==> config.mk <==
export PLATFORM = sky130hd
export DESIGN_NAME = cigar_long_gap_filter
export DESIGN_NICKNAME = d
export VERILOG_FILES = /design/src/hw/rtl/lgf_pkg.sv /design/src/hw/rtl/lgf_cfg_regs.sv /design/src/hw/rtl/lgf_core.sv /design/src/hw/rtl/cigar_long_gap_filter.sv
export SDC_FILE = /design/constraint.sdc
export NUM_CORES = 1
export LEC_CHECK = 0
export BUFFER_PORTS_ARGS = -buffer_cell sky130_fd_sc_hd__buf_2
export CORE_MARGIN = 8
export CORE_UTILIZATION = 40
export CTS_CLUSTER_SIZE = 10
export DETAILED_ROUTE_END_ITERATION = 6
export PLACE_DENSITY_LB_ADDON = 0.25
export SETUP_SLACK_MARGIN = 0.15
export SLEW_MARGIN = 10
export SYNTH_ARGS = -nofsm -noshare
export SYNTH_HDL_FRONTEND = slang
export SYNTH_HIERARCHICAL = 1
export SYNTH_SLANG_ARGS = --single-unit
export TNS_END_PERCENT = 30
==> constraint.sdc <==
create_clock -name clk_i -period 13.4 [get_ports clk_i]
set_clock_uncertainty 0.15 [all_clocks]
set_input_delay 2.01 -clock clk_i [delete_from_list [all_inputs] [get_ports clk_i]]
set_output_delay 2.01 -clock clk_i [all_outputs]
set_load 0.05 [all_outputs]
==> src/hw/rtl/lgf_pkg.sv <==
// Shared types and constants for the long-gap alignment filter.
// Used by lgf_cfg_regs, lgf_core and cigar_long_gap_filter; no dependencies.
`timescale 1ns / 1ps
`default_nettype none

package lgf_pkg;

  localparam int unsigned GapW   = 28;
  localparam int unsigned DelW   = 31;
  localparam int unsigned RunW   = 28;
  localparam int unsigned PosW   = 31;
  localparam int unsigned CtgW   = 16;
  localparam int unsigned OpW    = 4;
  localparam int unsigned CountW = 32;
  localparam int unsigned CfgIdxW  = 2;
  localparam int unsigned CfgDataW = 32;

  localparam logic [GapW-1:0] MinGapRst      = GapW'(700000);
  localparam logic [DelW-1:0] MaxDeletionRst = DelW'(1500000);
  localparam logic [RunW-1:0] ShortRunRst    = RunW'(15);

  typedef enum logic [1:0] {
    CMD_SPLIT = 2'd0,
    CMD_SUPP  = 2'd1,
    CMD_OP    = 2'd2
  } cmd_e;

  typedef enum logic [CfgIdxW-1:0] {
    REG_MIN_GAP      = 2'd0,
    REG_MAX_DELETION = 2'd1,
    REG_SHORT_RUN    = 2'd2
  } cfg_reg_e;

  localparam logic [OpW-1:0] OpM   = 4'd0;
  localparam logic [OpW-1:0] OpI   = 4'd1;
  localparam logic [OpW-1:0] OpD   = 4'd2;
  localparam logic [OpW-1:0] OpN   = 4'd3;
  localparam logic [OpW-1:0] OpP   = 4'd6;
  localparam logic [OpW-1:0] OpEq  = 4'd7;
  localparam logic [OpW-1:0] OpX   = 4'd8;

  typedef struct packed {
    logic [1:0]      command;
    logic            already_filtered;
    logic            three_mate;
    logic [CtgW-1:0] contig;
    logic            reverse_strand;
    logic [PosW-1:0] start_pos;
    logic [PosW-1:0] end_pos;
    logic [OpW-1:0]  op_code;
    logic [RunW-1:0] op_len;
    logic            last_op;
    logic            last_of_alignment;
  } item_t;

  typedef struct packed {
    logic [GapW-1:0] min_gap;
    logic [DelW-1:0] max_deletion;
    logic [RunW-1:0] short_run;
  } cfg_t;

  typedef struct packed {
    logic              valid;
    logic              discarded;
    logic              was_filtered;
    logic [CountW-1:0] kept_count;
  } res_t;

endpackage

`default_nettype wire

==> src/hw/rtl/lgf_cfg_regs.sv <==
// Configuration registers of the long-gap filter: min_gap, max_deletion, short_run.
// Depends on lgf_pkg.
`timescale 1ns / 1ps
`default_nettype none

module lgf_cfg_regs (
  input  wire logic                          clk_i,
  input  wire logic                          rst_ni,
  input  wire logic                          wr_en_i,
  input  wire logic [lgf_pkg::CfgIdxW-1:0]   wr_index_i,
  input  wire logic [lgf_pkg::CfgDataW-1:0]  wr_data_i,
  output lgf_pkg::cfg_t                      cfg_o
);

  lgf_pkg::cfg_t cfg_q, cfg_d;

  always_comb begin
    cfg_d = cfg_q;
    if (wr_en_i) begin
      case (wr_index_i)
        lgf_pkg::REG_MIN_GAP:      cfg_d.min_gap      = wr_data_i[lgf_pkg::GapW-1:0];
        lgf_pkg::REG_MAX_DELETION: cfg_d.max_deletion = wr_data_i[lgf_pkg::DelW-1:0];
        lgf_pkg::REG_SHORT_RUN:    cfg_d.short_run    = wr_data_i[lgf_pkg::RunW-1:0];
        default:                   cfg_d = cfg_q;
      endcase
    end
  end

  always_ff @(posedge clk_i or negedge rst_ni) begin
    if (!rst_ni) begin
      cfg_q.min_gap      <= lgf_pkg::MinGapRst;
      cfg_q.max_deletion <= lgf_pkg::MaxDeletionRst;
      cfg_q.short_run    <= lgf_pkg::ShortRunRst;
    end else begin
      cfg_q <= cfg_d;
    end
  end

  assign cfg_o = cfg_q;

endmodule

`default_nettype wire

==> src/hw/rtl/lgf_core.sv <==
// Per-item update of the long-gap filter: alignment state, run tracking, verdict.
// Depends on lgf_pkg; the result it forms is registered by the top level.
`timescale 1ns / 1ps
`default_nettype none

module lgf_core (
  input  wire logic  clk_i,
  input  wire logic  rst_ni,
  input  wire logic  step_i,
  input  lgf_pkg::item_t item_i,
  input  lgf_pkg::cfg_t  cfg_i,
  output lgf_pkg::res_t  res_o
);

  logic [lgf_pkg::CtgW-1:0]   split_contig_q, split_contig_d;
  logic                       split_reverse_q, split_reverse_d;
  logic [lgf_pkg::PosW-1:0]   split_start_q, split_start_d;
  logic [lgf_pkg::PosW-1:0]   split_end_q, split_end_d;
  logic                       is_split_q, is_split_d;
  logic                       skip_q, skip_d;
  logic                       del_in_range_q, del_in_range_d;
  logic [lgf_pkg::RunW-1:0]   run_q, run_d;
  logic                       pending_q, pending_d;
  logic                       first_q, first_d;
  logic                       hit_q, hit_d;
  logic [lgf_pkg::CountW-1:0] kept_q, kept_d;

  logic                       same_side;
  logic [lgf_pkg::PosW:0]     del_diff;
  logic                       del_ok;
  logic [lgf_pkg::RunW:0]     run_sum;
  logic [lgf_pkg::RunW-1:0]   run_add;
  logic                       end_mate;
  logic                       left_short;
  logic                       is_match;
  logic                       is_indel;
  logic [lgf_pkg::RunW-1:0]   run_mid;
  logic                       pending_mid;
  logic                       hit_mid;
  logic                       hit_end;

  // Deletion between split read and supplementary mate.
  always_comb begin
    same_side = is_split_q && (item_i.contig == split_contig_q) &&
                (item_i.reverse_strand == split_reverse_q);
    if (!same_side) begin
      del_diff = '0;
    end else if (item_i.reverse_strand) begin
      del_diff = {1'b0, item_i.start_pos} - {1'b0, split_end_q};
    end else begin
      del_diff = {1'b0, split_start_q} - {1'b0, item_i.end_pos};
    end
    del_ok = !del_diff[lgf_pkg::PosW] &&
             (del_diff[lgf_pkg::PosW-1:0] >= {3'b000, cfg_i.min_gap}) &&
             (del_diff[lgf_pkg::PosW-1:0] <= cfg_i.max_deletion);
  end

  always_comb begin
    run_sum  = {1'b0, run_q} + {1'b0, item_i.op_len};
    run_add  = run_sum[lgf_pkg::RunW] ? '1 : run_sum[lgf_pkg::RunW-1:0];
    end_mate = item_i.last_op || item_i.last_of_alignment;
    left_short = run_q <= cfg_i.short_run;
    is_match = (item_i.op_code == lgf_pkg::OpM) || (item_i.op_code == lgf_pkg::OpEq) ||
               (item_i.op_code == lgf_pkg::OpX);
    is_indel = (item_i.op_code == lgf_pkg::OpI) || (item_i.op_code == lgf_pkg::OpD) ||
               (item_i.op_code == lgf_pkg::OpP);

    // Operation itself.
    if (is_match) begin
      run_mid     = run_add;
      pending_mid = pending_q;
      hit_mid     = hit_q;
    end else if (is_indel) begin
      run_mid     = run_q;
      pending_mid = pending_q;
      hit_mid     = hit_q;
    end else begin
      run_mid     = '0;
      hit_mid     = hit_q || (pending_q && left_short);
      pending_mid = (item_i.op_code == lgf_pkg::OpN) && !first_q && !end_mate &&
                    ((item_i.op_len >= cfg_i.min_gap) || del_in_range_q) && left_short;
    end

    // End of mate closes the run.
    hit_end = hit_mid || (end_mate && pending_mid && (run_mid <= cfg_i.short_run));
  end

  always_comb begin
    split_contig_d  = split_contig_q;
    split_reverse_d = split_reverse_q;
    split_start_d   = split_start_q;
    split_end_d     = split_end_q;
    is_split_d      = is_split_q;
    skip_d          = skip_q;
    del_in_range_d  = del_in_range_q;
    run_d           = run_q;
    pending_d       = pending_q;
    first_d         = first_q;
    hit_d           = hit_q;
    kept_d          = kept_q;
    res_o           = '0;
    if (step_i) begin
      case (item_i.command)
        lgf_pkg::CMD_SPLIT: begin
          skip_d          = item_i.already_filtered;
          is_split_d      = item_i.three_mate;
          split_contig_d  = item_i.contig;
          split_reverse_d = item_i.reverse_strand;
          split_start_d   = item_i.start_pos;
          split_end_d     = item_i.end_pos;
          del_in_range_d  = (cfg_i.min_gap == '0);
          run_d           = '0;
          pending_d       = 1'b0;
          first_d         = 1'b1;
          hit_d           = 1'b0;
        end
        lgf_pkg::CMD_SUPP: begin
          del_in_range_d = del_ok;
        end
        lgf_pkg::CMD_OP: begin
          run_d     = end_mate ? '0 : run_mid;
          pending_d = end_mate ? 1'b0 : pending_mid;
          first_d   = end_mate;
          hit_d     = hit_end;
          if (item_i.last_of_alignment) begin
            if (!skip_q && !hit_end && (kept_q != '1)) begin
              kept_d = kept_q + lgf_pkg::CountW'(1);
            end
            res_o.valid        = 1'b1;
            res_o.discarded    = hit_end && !skip_q;
            res_o.was_filtered = skip_q;
            res_o.kept_count   = kept_d;
            hit_d              = 1'b0;
          end
        end
        default: begin
          run_d = run_q;
        end
      endcase
    end
  end

  always_ff @(posedge clk_i or negedge rst_ni) begin
    if (!rst_ni) begin
      split_contig_q  <= '0;
      split_reverse_q <= 1'b0;
      split_start_q   <= '0;
      split_end_q     <= '0;
      is_split_q      <= 1'b0;
      skip_q          <= 1'b0;
      del_in_range_q  <= 1'b0;
      run_q           <= '0;
      pending_q       <= 1'b0;
      first_q         <= 1'b1;
      hit_q           <= 1'b0;
      kept_q          <= '0;
    end else begin
      split_contig_q  <= split_contig_d;
      split_reverse_q <= split_reverse_d;
      split_start_q   <= split_start_d;
      split_end_q     <= split_end_d;
      is_split_q      <= is_split_d;
      skip_q          <= skip_d;
      del_in_range_q  <= del_in_range_d;
      run_q           <= run_d;
      pending_q       <= pending_d;
      first_q         <= first_d;
      hit_q           <= hit_d;
      kept_q          <= kept_d;
    end
  end

endmodule

`default_nettype wire

==> src/hw/rtl/cigar_long_gap_filter.sv <==
// Top level of the long-gap filter: input register, core update, result register.
// Depends on lgf_pkg, lgf_cfg_regs and lgf_core.
//
//   channel   direction  transfer when                  payload
//   s_axis    in         s_axis_tvalid_i & tready_o     item: tuser command, tlast end of alignment
//   m_axis    out        m_axis_tvalid_o & tready_i     verdict and kept count
//   cfg       in         cfg_valid_i & cfg_ready_o      register index, write data
//
// One item per cycle sustained unless the result side stalls; an item enters the input
// register at its transfer edge; the core update as it leaves loads the result register.
// Reset clears alignment state, the kept count and both pipeline valid flags and
// loads the register reset values.
// A stalled result holds the pipeline; the input register still takes an item
// while the result register is full, and tready drops only when both are occupied.
`timescale 1ns / 1ps
`default_nettype none

module cigar_long_gap_filter (
  input  wire logic         clk_i,
  input  wire logic         rst_ni,
  input  wire logic         s_axis_tvalid_i,
  output logic              s_axis_tready_o,
  // already_filtered[0], three_mate[1], contig[17:2], reverse_strand[18],
  // start_pos[49:19], end_pos[80:50], op_code[84:81], op_len[112:85],
  // last_op[113], zero fill[119:114]
  input  wire logic [119:0] s_axis_tdata_i,
  // command[1:0]
  input  wire logic [1:0]   s_axis_tuser_i,
  input  wire logic         s_axis_tlast_i,
  output logic              m_axis_tvalid_o,
  input  wire logic         m_axis_tready_i,
  // discarded[0], was_filtered[1], kept_count[33:2], zero fill[39:34]
  output logic [39:0]       m_axis_tdata_o,
  input  wire logic         cfg_valid_i,
  output logic              cfg_ready_o,
  input  wire logic [1:0]   cfg_index_i,
  input  wire logic [31:0]  cfg_data_i
);

  lgf_pkg::item_t in_q, in_d;
  logic           in_valid_q, in_valid_d;
  lgf_pkg::res_t  core_res;
  lgf_pkg::res_t  out_q, out_d;
  logic           out_valid_q, out_valid_d;
  lgf_pkg::cfg_t  cfg;
  logic           advance;
  logic           s_xfer;

  assign cfg_ready_o = 1'b1;

  lgf_cfg_regs u_cfg (
    .clk_i      (clk_i),
    .rst_ni     (rst_ni),
    .wr_en_i    (cfg_valid_i && cfg_ready_o),
    .wr_index_i (cfg_index_i),
    .wr_data_i  (cfg_data_i),
    .cfg_o      (cfg)
  );

  assign advance         = in_valid_q && (!out_valid_q || m_axis_tready_i);
  assign s_axis_tready_o = !in_valid_q || advance;
  assign s_xfer          = s_axis_tvalid_i && s_axis_tready_o;

  always_comb begin
    in_d                   = in_q;
    in_valid_d             = in_valid_q && !advance;
    if (s_xfer) begin
      in_valid_d             = 1'b1;
      in_d.command           = s_axis_tuser_i;
      in_d.already_filtered  = s_axis_tdata_i[0];
      in_d.three_mate        = s_axis_tdata_i[1];
      in_d.contig            = s_axis_tdata_i[17:2];
      in_d.reverse_strand    = s_axis_tdata_i[18];
      in_d.start_pos         = s_axis_tdata_i[49:19];
      in_d.end_pos           = s_axis_tdata_i[80:50];
      in_d.op_code           = s_axis_tdata_i[84:81];
      in_d.op_len            = s_axis_tdata_i[112:85];
      in_d.last_op           = s_axis_tdata_i[113];
      in_d.last_of_alignment = s_axis_tlast_i;
    end
  end

  lgf_core u_core (
    .clk_i  (clk_i),
    .rst_ni (rst_ni),
    .step_i (advance),
    .item_i (in_q),
    .cfg_i  (cfg),
    .res_o  (core_res)
  );

  always_comb begin
    out_d       = out_q;
    out_valid_d = out_valid_q && !m_axis_tready_i;
    if (advance && core_res.valid) begin
      out_d       = core_res;
      out_valid_d = 1'b1;
    end
  end

  always_ff @(posedge clk_i or negedge rst_ni) begin
    if (!rst_ni) begin
      in_valid_q  <= 1'b0;
      out_valid_q <= 1'b0;
    end else begin
      in_valid_q  <= in_valid_d;
      out_valid_q <= out_valid_d;
    end
  end

  always_ff @(posedge clk_i) begin
    in_q  <= in_d;
    out_q <= out_d;
  end

  assign m_axis_tvalid_o = out_valid_q;
  assign m_axis_tdata_o  = {6'b000000, out_q.kept_count, out_q.was_filtered, out_q.discarded};

  a_ready_low_full: assert property (@(posedge clk_i) disable iff (!rst_ni)
    !s_axis_tready_o |-> (in_valid_q && out_valid_q && !m_axis_tready_i))
    else $error("input stalled while pipeline can move");

  a_result_loaded: assert property (@(posedge clk_i) disable iff (!rst_ni)
    (advance && core_res.valid) |=> out_valid_q)
    else $error("result lost on advance");

  a_verdict_exclusive: assert property (@(posedge clk_i) disable iff (!rst_ni)
    out_valid_q |-> !(out_q.discarded && out_q.was_filtered))
    else $error("discarded and was_filtered both set");

endmodule

`default_nettype wire

* After elaboration in Yosys (flattened, before gate mapping) *
Index checks and enable logic that the tools add are counted.
W data, S select, Z words.

word-level totals
  register bits after elaboration = 385
  input bits = 162
  output and inout bits = 43

operators by class
  add/sub/neg operators = 4
  $lt $le $gt $ge = 5
  equality and inequality tests = 13
  muxes and demuxes = 23
  reductions and logical operators = 51

operator list
  operator                 number
  $mux W28                 4
  $mux W35                 3
  $mux W32                 3
  $sub A31 B31 Y32         2
  $le A28 B28 Y1           2
  $pmux W28 S2             1
  $add A32 B1 Y32 const B  1
  $ne A32 B32 Y1 const B   1
  $ge A31 B28 Y1           1
  $le A31 B31 Y1           1
  $add A28 B28 Y29         1
  $ge A28 B28 Y1           1
  $logic_not A28 Y1        1
  $logic_and A1 B1 Y1      19
  $eq A16 B16 Y1           1
  $reduce_and A2 Y1        6
  $logic_or A1 B1 Y1       10
  $logic_not A1 Y1         9
  $eq A4 B2 Y1 const B     2
  $eq A4 B3 Y1 const B     2
  $mux W1                  8
  $pmux W1 S2              4
  $eq A2 B1 Y1 const B     2
  $eq A2 B2 Y1 const B     2
  7 further kinds          9

* Depth between registers and ports, before layout *
  depth after elaboration = 19
  mapped depth = 24

* Hierarchy *
Netlist, hierarchy kept.

modules (own cells, without submodules)
  module                 times used  cells an instance  area an instance (µm²)  seq. area each (µm²)
  lgf_core               1           1,947              15,771.4                3,629.7
  cigar_long_gap_filter  1           170                4,705.8                 4,584.4
  lgf_cfg_regs           1           186                3,306.9                 2,205.9

* Worst setup path after synthesis *
Ideal clock, no wire load.

  kind = input -> register
  from = input port m_axis_tready_i
  to = register out_q, in the netlist m_axis_tdata_o[0], enable pin
  data arrival time = 4,937 ps
  required time = 12,821 ps
  slack = 7,884 ps
  stages = 9
  path buffers = 2
  path through = nand2b_1 -> and2_1 -> nor2b_1 -> clkbuf_1 -> nand3_1 -> inv_1 -> clkbuf_1 -> nand2_1 -> nor2b_1

RTL lines
  element                 line                          source
  start: declaration      cigar_long_gap_filter.sv:31   input wire logic m_axis_tready_i,
  end signal: assignment  cigar_long_gap_filter.sv:113  out_q <= out_d;
  end: declaration        cigar_long_gap_filter.sv:43   lgf_pkg::res_t out_q, out_d;

* Worst setup path after layout *
  from = register in_q[2] (netlist name)
  to = register out_q, in the netlist m_axis_tdata_o[20] (data pin)

between the ends
  longest elaborated chain between the ends = 13

RTL lines
  element                                                   line                          source
  start: declaration                                        cigar_long_gap_filter.sv:40   lgf_pkg::item_t in_q, in_d;
  start signal: assignment                                  cigar_long_gap_filter.sv:112  in_q <= in_d;
  branches (longest 7 deep; another with $add A28 B28 Y29)  --
  $logic_and A1 B1 Y1 *                                     lgf_core.sv:85                hit_end = hit_mid || (end_mate && pending_mid && (run_mid <= cfg_i.short_run));
  $logic_or A1 B1 Y1 *                                      lgf_core.sv:85
  $logic_not A1 Y1 *                                        lgf_core.sv:126               if (!skip_q && !hit_end && (kept_q != '1)) begin
  $logic_and A1 B1 Y1 * (2 in series)                       lgf_core.sv:126
  $mux W32 *                                                lgf_core.sv:126

Mark *: on every way between the ends.
A chain may end at the register's enable or synchronous reset.

==> impl_metrics.csv <==
group,metric,value,unit
pwr,seqPwrFrac,40.5,%
finish,final_nets,2889,
global_routing,grt_pass1_wl,99.02,mm
sta,maxSlewViolCount,0,
pwr,pwr-share-clk,34.3,%
setup_path,end_kind,"flip-flop",
placed_design,dp_hpwl,47.19,mm
sta,grt_setup_unrepaired,"false",
yosys,ys_ff_latch,385,
routing,drc,0,
sta,timing.final.crit_share,51.83,%
clock_tree,numCtsBuffers,49,
pwr,p_int,2.481,mW
finish,layout_common_cells,"234 x ha_1, 210 x dfrtp_1, 189 x buf_2, 185 x inv_1, 175 x a21oi_1",
sta,tightest_slew,1194,ps
setup_path,required,13570,ps
setup_path,cp_slowest_cell,"a2111oi_0",
sta,fin_setup_tns,0,ps
sta,clock.fmax,0.1440,GHz
clock_tree,cts.repair.resized,0,
placed_design,dp_cells,3212,
yosys,syn_area,23780,um^2
clock_tree,clk_pin_slew,60,ps
yosys,yosysSeqAreaShare,43.81,%
clock_tree,hold_buffers,0,
placed_design,numPortBuffers,190,
setup_path,critPathMaxStageDelay,640,ps
global_routing,gr-usage-all-layers,18.13,%
routing,vias,18031,
floorplanning,core_region_area,58910,um^2
clock_tree,clock-root-buffer,"clkbuf_16",
job,cap_violations,0,
yosys,avgSynthCellArea,10.33,um^2
routing,drt_iter0_markers,1161,
yosys,ys_warn_count,6,
clock_tree,cts_tree,"built",
sta,finalCriticalPeriod,6945,ps
outcome,status,"finished, final reports clean",
clock_tree,cts_sinks,385,
setup_path,crit_fanout,70,
floorplanning,rows,89,
placed_design,place_area,25490,um^2
floorplanning,ios,205,
finish,drive_gt1_share,18.70,%
floorplanning,initial_core_util,40.38,%
finish,area_growth,13.45,%
clock_tree,htreeDepth,2,
global_routing,overflow,0,
floorplanning,fp.dieH,259.8,um
setup_path,path_buf_inv,1,
routing,wl_per_cell,19.05,um
routing,dr.pass1.iters,5,
pwr,switchingPower,1.118,mW
floorplanning,dieArea,67520,um^2
sta,whs,320.6,ps
sta,finalSetupViolations,0,
setup_path,path_cells,"ha_1 > fa_1 > a21oi_1 > o21ai_0 > a31oi_1 > a311oi_1 > a21oi_1 > nor2_1 > a31oi_1 > a31oi_1 > ha_1 > a21o_1 > a21o_1 > a21oi_1 > o2111ai_1 > a2111oi_0 > o21ai_1 > nand4_2 > buf_4 > or4_1 > nand2_1",
pwr,p_leak,12.23,nW
finish,final_area,26980,um^2
min_path,hp-class,"reg -> reg",
yosys,synth.distinct_cells,87,
sta,hold_violations,0,
yosys,synth_edf_count,151,
pwr,ir_drop,0.0001252,V
setup_path,worstSetupStartpointType,"flip-flop",
yosys,async_flop_share,60.78,%
global_routing,grt_max_degree,146,
placed_design,place.gp.congestion,0.8877,
pwr,combPwrFrac,25.2,%
global_routing,grt_pass1_vias,18263,
pwr,sw_frac_of_total,31.07,%
yosys,synth_top_flop_cell,"dfrtp_1",
routing,vias_per_cell,5.456,
finish,mostFrequentLayoutCell,"ha_1",
yosys,syn_inst,2303,
routing,drt-total-wl,62.97,mm
pwr,pwr_density_cell,133.4,nW/um^2
clock_tree,post-cts-setup-buffers,0,
clock_tree,clock_path_buffers,3,
finish,fin_cells,3305,
sta,slew_headroom,20.23,%
setup_path,crit_type,"reg -> reg",
global_routing,antenna_found_initial,4,
setup_path,cp_top_family,"compound AO/OA/AOI/OAI gates",
routing,ant_nets,0,
floorplanning,die_w,259.8,um
pwr,power,3.600,mW
setup_path,worstPathArrival,7120,ps
clock_tree,clk_latency,590,ps
finish,n_fill_cell,5485,
## per-layer routing
layer  global-route usage (%)  wire length [um]  share of wire [%]  vias to the layer above
li1                         -                 -                  -                     8762
met1                    24.08             28670                 46                     8717
met2                    30.64             29980                 48                      451
met3                    2.423              2880                4.6                      101
met4                    5.266              1443                2.3                        0
met5                        0                 0                  0                        -
## synthesized netlist by cell type (all sizes together), types with 43 or more instances
library cell / instances / share of area, %
ha: 234 / 12
xnor2: 64 / 2.4
a21o: 84 / 2.7
inv: 185 / 2.9
xor2: 46 / 1.7
a21oi: 175 / 3.7
edfxtp: 151 / 19
nand3: 50 / 1.2
nor2: 140 / 2.2
mux2: 138 / 6.6
nand2: 150 / 2.4
clkbuf: 43 / 0.69
dfrtp: 210 / 22
o21ai: 125 / 2.6
nand4: 43 / 1.2
## cell families (layout without fill, tap and decap cells)
family	after synthesis	after routing	synth area share, %
adder cells (fa/ha/maj)	237	237	12.56
buffers and inverters	258	480	4.519
multiplexers	153	153	7.212
AO/OA/AOI/OAI	573	573	15.17
other	2	9	0.03158
flip-flops	385	385	43.81
AND/OR/NAND/NOR	585	585	12.65
XOR/XNOR	110	110	4.051
## registers in the layout (all words and copies together) (netlist names)
name and cells:
in_q 117, u_cfg/cfg_o 87, m_axis_tdata_o 34, u_core/kept_q 32, u_core/split_end_q 31, u_core/split_start_q 31, u_core/run_q 28, u_core/split_contig_q 16
in_valid_q 1, m_axis_tvalid_o 1, u_core/del_in_range_q 1, u_core/first_q 1, u_core/hit_q 1, u_core/is_split_q 1, u_core/pending_q 1, u_core/skip_q 1
u_core/split_reverse_q 1
## final cells by class
class | instances | area [um^2] | area share, %
antenna | 2 | 5.005 | 0.01855
clock buffer | 79 | 1389 | 5.147
clock inverter | 12 | 98.84 | 0.3663
inverter | 185 | 694.4 | 2.574
multi-input combinational | 1665 | 12330 | 45.69
sequential | 385 | 10420 | 38.62
tap | 773 | 967.2 | 3.585
timing repair buffer | 204 | 1079 | 3.997
## worst register-to-register path, delay by kind of cell (launching register included)
kind | cells | cell delay, ps
buffers and inverters | 1 | 520
DFF | 1 | 400
adders and majority gates | 3 | 1020
AOI/OAI and AO/OA | 13 | 4020
and+or+nand+nor | 4 | 560
## final timing paths
kind / from / endpoint / slack [ps] / depth (start not counted)
setup / recovery: in_q[2] / m_axis_tdata_o[20] / 6460 / 21
hold / removal: in_q[114] / u_core/skip_q / 320 / 1
setup reg to reg: in_q[2] / m_axis_tdata_o[20] / 6460 / 21
hold reg to reg: in_q[114] / u_core/skip_q / 320 / 1
max in group asynchronous: rst_ni / u_core/kept_q[8] / 10490 / 2
min in group asynchronous: rst_ni / u_core/split_end_q[4] / 1280 / 1
## power groups by stage
| stage | clock network (mW) | logic (mW) | registers [mW] |
|---|---|---|---|
| global placement | 0 | 0.869 | 1.47 |
| detailed placement | 0 | 0.895 | 1.48 |
| finish | 1.23 | 0.908 | 1.46 |
| global route | 1.32 | 1.01 | 1.47 |
| floorplan | 0 | 0.671 | 1.45 |
| CTS | 1.28 | 0.901 | 1.46 |
## per-stage QoR
stage / worst slack [ps] / utilization, %
final: 6455 / 45.80
after global routing: 6213 / 45.80
after CTS: 6483 / 45.80
after detailed placement: 6530 / 43.27
after global placement: 6574 / 43.27
after floorplan: 7884 / -
Power figures use the tool's default switching activity.
